`src/rtl/dsf_pkg.sv`:
```
package dsf_pkg;

  localparam int PHASE_BITS_DEF = 32;
  localparam int TRIG_DEPTH_DEF = 1024;

  // Shared multiplier operand and product widths
  localparam int MW = 34;
  localparam int PW = 2 * MW;

  // Shared divider widths
  localparam int DIV_NW = 58;
  localparam int DIV_DW = 44;

  localparam logic [30:0] ONE_Q30 = 31'h4000_0000;
  localparam logic [29:0] CUT_ADJ_Q30 = 30'd998579896;

  // Configuration register indexes
  localparam logic [2:0] REG_BASE_INCR = 3'd0;
  localparam logic [2:0] REG_HARMONICS = 3'd1;
  localparam logic [2:0] REG_CUTOFF    = 3'd2;
  localparam logic [2:0] REG_FM_ATTEN  = 3'd3;
  localparam logic [2:0] REG_MOD_EN    = 3'd4;
  localparam logic [2:0] REG_MIN_INCR  = 3'd5;

  function automatic longint mulq(longint a, longint b);
    return (a * b) >>> 30;
  endfunction

  // sin(pi/2 * t), t in Q30 within [0,1], odd series to t^9
  function automatic longint quarter_sine(longint t);
    longint t2;
    longint p;
    t2 = mulq(t, t);
    p = 64'sd172272;
    p = 64'sd5026995 - mulq(t2, p);
    p = 64'sd85569306 - mulq(t2, p);
    p = 64'sd693598668 - mulq(t2, p);
    p = 64'sd1686629713 - mulq(t2, p);
    p = mulq(t, p);
    if (p > 64'sd1073741824) p = 64'sd1073741824;
    if (p < 0) p = 0;
    return p;
  endfunction

  // One table entry, lg = log2 of the table depth
  function automatic logic signed [31:0] sine_entry(int k, int lg);
    longint u;
    longint q;
    longint r;
    longint s;
    u = longint'(k) << (32 - lg);
    q = (u >> 30) & 64'sd3;
    r = u & 64'sh3FFF_FFFF;
    s = quarter_sine(q[0] ? (64'sd1073741824 - r) : r);
    return 32'((q >= 2) ? -s : s);
  endfunction

endpackage

```
`src/rtl/dsf_div.sv`:
```
module dsf_div #(
  parameter int NW = dsf_pkg::DIV_NW,
  parameter int DW = dsf_pkg::DIV_DW
) (
  input  logic          clk_i,
  input  logic          rst_ni,
  input  logic          start_i,
  input  logic [NW-1:0] dividend_i,
  input  logic [DW-1:0] divisor_i,
  output logic          busy_o,
  output logic          done_o,
  output logic [NW-1:0] quotient_o
);

  localparam int CW = $clog2(NW + 1);

  logic [CW-1:0] cnt_q;
  logic          busy_q, done_q;
  logic [DW-1:0] rem_q, dvs_q;
  logic [NW-1:0] quo_q;
  logic [DW:0]   shifted;
  logic          ge;

  assign shifted = {rem_q, quo_q[NW-1]};
  assign ge      = shifted >= {1'b0, dvs_q};

  always_ff @(posedge clk_i or negedge rst_ni) begin
    if (!rst_ni) begin
      busy_q <= 1'b0;
      done_q <= 1'b0;
      cnt_q  <= '0;
    end else if (start_i) begin
      busy_q <= 1'b1;
      done_q <= 1'b0;
      cnt_q  <= CW'(NW);
    end else if (busy_q) begin
      cnt_q <= cnt_q - 1'b1;
      if (cnt_q == CW'(1)) begin
        busy_q <= 1'b0;
        done_q <= 1'b1;
      end
    end
  end

  // One quotient bit per cycle, restoring
  always_ff @(posedge clk_i) begin
    if (start_i) begin
      rem_q <= '0;
      dvs_q <= divisor_i;
      quo_q <= dividend_i;
    end else if (busy_q) begin
      rem_q <= ge ? DW'(shifted - {1'b0, dvs_q}) : shifted[DW-1:0];
      quo_q <= {quo_q[NW-2:0], ge};
    end
  end

  assign busy_o     = busy_q;
  assign done_o     = done_q;
  assign quotient_o = quo_q;

endmodule

```
`config.mk`:
```
export PLATFORM = sky130hd
export DESIGN_NAME = dsf_div
export DESIGN_NICKNAME = d
export VERILOG_FILES = /design/src/rtl/dsf_pkg.sv /design/src/rtl/dsf_div.sv
export SDC_FILE = /design/constraint.sdc
export NUM_CORES = 1
export LEC_CHECK = 0
export BUFFER_PORTS_ARGS = -buffer_cell sky130_fd_sc_hd__buf_2
export CORE_ASPECT_RATIO = 1.2
export CORE_MARGIN = 2
export CORE_UTILIZATION = 35
export CTS_CLUSTER_DIAMETER = 200
export CTS_CLUSTER_SIZE = 24
export DETAILED_ROUTE_END_ITERATION = 16
export SLEW_MARGIN = 40
export SYNTH_ARGS = -nofsm -noshare
export SYNTH_HDL_FRONTEND = slang
export SYNTH_SLANG_ARGS = --single-unit
```
`constraint.sdc`:
```
create_clock -name clk_i -period 3.8 [get_ports clk_i]
set_input_delay 0.76 -clock clk_i [delete_from_list [all_inputs] [get_ports clk_i]]
set_output_delay 0.76 -clock clk_i [all_outputs]
set_load 0.01 [all_outputs]
```
# == Word-level counts from Yosys, hierarchy flattened ==
# Cells that the tools add are included.
# word_totals
register_bits,154
input_bits,105
output_inout_bits,60
word_cells,24
# classes
add_sub_neg,2
n_lt_le_gt_ge,1
eq_ne,1
mux,11
n_reduce_logical,3
# op_table
op,n
2-to-1 mux 58 bit,2
greater-or-equal comparator 45 x 44 -> 1 bit,1
2-to-1 mux 44 bit,1
subtractor 44 bit,1
2-to-1 mux 6 bit,2
equality test 6 x 1 -> 1 bit (second input constant),1
2-to-1 mux 1 bit,6
subtractor 6 x 1 -> 6 bit (second input constant),1
nonzero test 2 bit,2
AND reduction 2 bit,1

# == Depth between registers and ports, before layout ==
# depth
depth_word,4
ltp_mapped,14
ltp_nobuf,12

# == Worst setup path after synthesis ==
# No wires, ideal clock.
# synth_timing
path_kind,in2reg
startpoint,in start_i
endpoint,reg rem_q[26]
setup_ns,0.122
arrival_time_ns,2.771
t_required_ns,3.678
path_slack_ns,0.907
stages,6
path_buffers,2
path_cell_list,clkbuf_1 -> clkbuf_1 -> nor2_1 -> inv_1 -> nor2_1 -> a221o_1
# synth_lines
element,line,text
"start, declared",dsf_div.sv:7,"input logic start_i,"
"end signal, assigned",dsf_div.sv:52,"rem_q <= ge ? DW'(shifted - {1'b0, dvs_q}) : shifted[DW-1:0];"
"end, declared",dsf_div.sv:19,"logic [DW-1:0] rem_q, dvs_q;"

# == Worst setup path in the final report ==
# layout_timing
startpoint,reg dvs_q[34]
endpoint,reg rem_q[27]
# layout_via
elab_chain_cells,2
# layout_rtl
element,line,text
"start, declared",dsf_div.sv:19,
"start signal, assigned",dsf_div.sv:49,dvs_q <= divisor_i;
greater-or-equal comparator 45 x 44 -> 1 bit,dsf_div.sv:25,"assign ge = shifted >= {1'b0, dvs_q};"
2-to-1 mux 44 bit,dsf_div.sv:52,
# No other way between the ends.
# A chain may end at the register's enable or synchronous reset.

==> results.md <==
- DR WL/cell: 16.30 um
- EDFF count, synth: 102
- Req. time, crit path: 4.09 ns
- Root Driver: clkbuf_16
- Power per cell area: 676.9 nW/um2
- Ys async rst share: 5.195%
- Post-DRT Antenna Nets: 0
- Peak supply drop: 321.2 uV
- WL final: 21710 um
- I/O pins: 165
- Post-CTS setup buffer count: 0
- Via density: 5.123
- Initial Util: 35.75%
- Chip height: 178.5 um
- Commonest register cell after synthesis: edfxtp_1
- Residual DRC: 0
- Worst Path Buf+Inv: 3
- WS Path Type: reg -> reg
- Final Setup Violations: 0
- Core ar.: 24830 um2
- Die Wd: 149.4 um
- Synth top area cells: edfxtp_1, dfxtp_1, mux2_2
- Reg clk slew, reported paths: 0.06 ns
- Post-DP HPWL: 16050 um
- Max_cap viols: 0
- Final Cell Area: 10520 um2
- DRT iter0 DRCs: 342
- CTS tree: built
- RSZ-0062 raised after global routing: false
- Max clock buf depth: 2
- Vias: 6824
- Slew Viols, Final: 0
- Area share of the largest cell type after synthesis: 34.51%
- Mapped cell area: 8876 um2
- Leading area contributor after synthesis: edfxtp_1
- Power, Total: 7.123 mW
- Number of buffers created by CTS: 17
- Sequential area share after synthesis: 46.69%
- Crit. End Element: flip-flop
- Relative slew slack: 46.32%
- First-pass GRT wire length: 35540 um
- Total congestion overflow: 0
- Ant. Diodes: 0
- Type of origin of the critical path: flip-flop
- CTS sink count: 154
- Number of H-tree levels: 4
- Biggest cell delay along the critical path: 0.45 ns
- GRT Resource Usage Total: 16.93%
- Fin util: 42.38%
- Clock insertion delay at the later pin of the skew report: 0.43 ns
- Layout area overhead: 18.55%
- Initial antenna violation count: 1
- Commonest cells post-synth: edfxtp_1, nor2_1, inv_1, a21oi_1, mux2_2
- Cts repair resizes: 0
- Min-delay worst type: in -> async
- Hold Violations, Final: 0
- Slew @ Worst Pin: 0.8052 ns
- PortBufs: 164
- Synth cell types: 70
- Crit-path slowest cell: ha_1
- Nets: 1146
- Row count: 63
- Layout Skew: 0.009491 ns
- Vias in the first global route: 6886
- Layout cells sized above 1: 27.81%
- Syn. warnings: 0
- Synthesized instance count: 845
- Status: finished, final reports clean
- Syn Area/Cell: 10.50 um2
- Crit path max fanout: 15
- Die Area: 26660 um2
- Largest net degree at the start of global routing: 77
- Top-count cell post-synth: edfxtp_1
- #FFs+latches synth: 154
- Min Clock Period, post-route: 3.188 ns
- RD Place Congestion: 0.8594
- Crit path max-delay family: simple AND/OR/NAND/NOR gates
- Final worst-path cycle share: 83.88%
- Hold_buf cts: 0
- Placement Cell Area: 9972 um2
- Syn nets: 997
- Crit path top cell by count: buf_4
- Maximum clock rate: 313.7 MHz
- DRT Pass-1 Iters: 5
- Setup tns final: 0 ns
- Worst EP arrival: 3.48 ns
- Leakage power: 4.520 nW
- Crit-path cells: inv_1 > ha_1 > nand4_1 > nor4_1 > nand2_1 > or3_1 > o211ai_4 > buf_4 > buf_4 > o21ai_0 > a31oi_1 > nor3_1
-- state kept, by name (all words and copies together), names as in the netlist --
| name | flops |
|---|---|
| busy_o | 1 |
| cnt_q | 6 |
| done_o | 1 |
| dvs_q | 44 |
| quotient_o | 58 |
| rem_q | 44 |
-- worst paths after layout --
check | slack (ns) | startpoint | to | cells after the start
setup reg to reg | 0.61 | dvs_q[34]$_DFFE_PP_ | rem_q[27]$_SDFFE_PP0P_ | 12
max in group asynchronous | 3.46 | rst_ni | busy_o$_DFF_PN0_ | 1
hold reg to reg | 0.49 | rem_q[1]$_SDFFE_PP0P_ | rem_q[1]$_SDFFE_PP0P_ | 2
min in group clk_i | 0.49 | rem_q[1]$_SDFFE_PP0P_ | rem_q[1]$_SDFFE_PP0P_ | 2
hold / removal | 0.16 | rst_ni | done_o$_DFFE_PN0P_ | 1
setup / recovery | 0.61 | dvs_q[34]$_DFFE_PP_ | rem_q[27]$_SDFFE_PP0P_ | 12
-- cell type report --
cell class	count	area, um2
fill	2436	14310
multi-input combinational	585	4277
sequential	154	4145
timing repair buffer	173	907.1
clock buffer	18	429.2
tap	325	406.6
inverter	63	236.5
clock inverter	14	121.4
-- cell families after synthesis --
group           synth area share (%)
compound gates                 16.17
flops                          46.69
simple gates                   11.05
xor+xnor                       3.848
buf+inv                        5.230
mux                            10.30
fa+ha+maj                      6.710
-- metal layers --
| metal | routed length, um | global-route usage [%] | vias to the layer above |
|---|---|---|---|
| li1 | - | - | 3409 |
| met1 | 9866 | 21.13 | 3208 |
| met2 | 10240 | 28.13 | 185 |
| met3 | 1313 | 5.217 | 20 |
| met4 | 275 | 4.960 | 2 |
| met5 | 13 | 0 | - |
-- where the power goes --
| part | switching (mW) | internal, mW |
|---|---|---|
| sequential | 0.232 | 2.13 |
| clock | 0.722 | 0.903 |
| combinational | 1.77 | 1.37 |
-- cell usage in the layout, fill, tap and decap left out, types with 20 or more instances in the layout --
cell / n
a211oi_1: 34
nand2_1: 55
ha_1: 46
a21oi_1: 60
inv_1: 62
nor2_1: 64
dfxtp_1: 44
buf_2: 163
mux2i_1: 25
o21ai_0: 20
a21o_1: 20
edfxtp_1: 102
xnor2_1: 21
mux2_2: 59
-- worst reg2reg max path: cells and delay by family (launching register included) --
family / cells / cell delay, ns
and+or+nand+nor: 5 / 1.18
AOI/OAI and AO/OA: 3 / 0.52
buffers and inverters: 3 / 0.59
adders and majority gates: 1 / 0.45
DFF: 1 / 0.32
-- stage by stage --
stage               hold slack [ns]  std cells  worst slack, ns
finish                       0.1616       1332           0.6125
global route                 0.1568       1332           0.3666
CTS                          0.1456       1332           0.5804
detailed placement           0.4799       1300           0.6058
global placement             0.4744       1300           0.6581
floorplan                    0.4578        845           0.9072
Power figures use the tool's default switching activity.
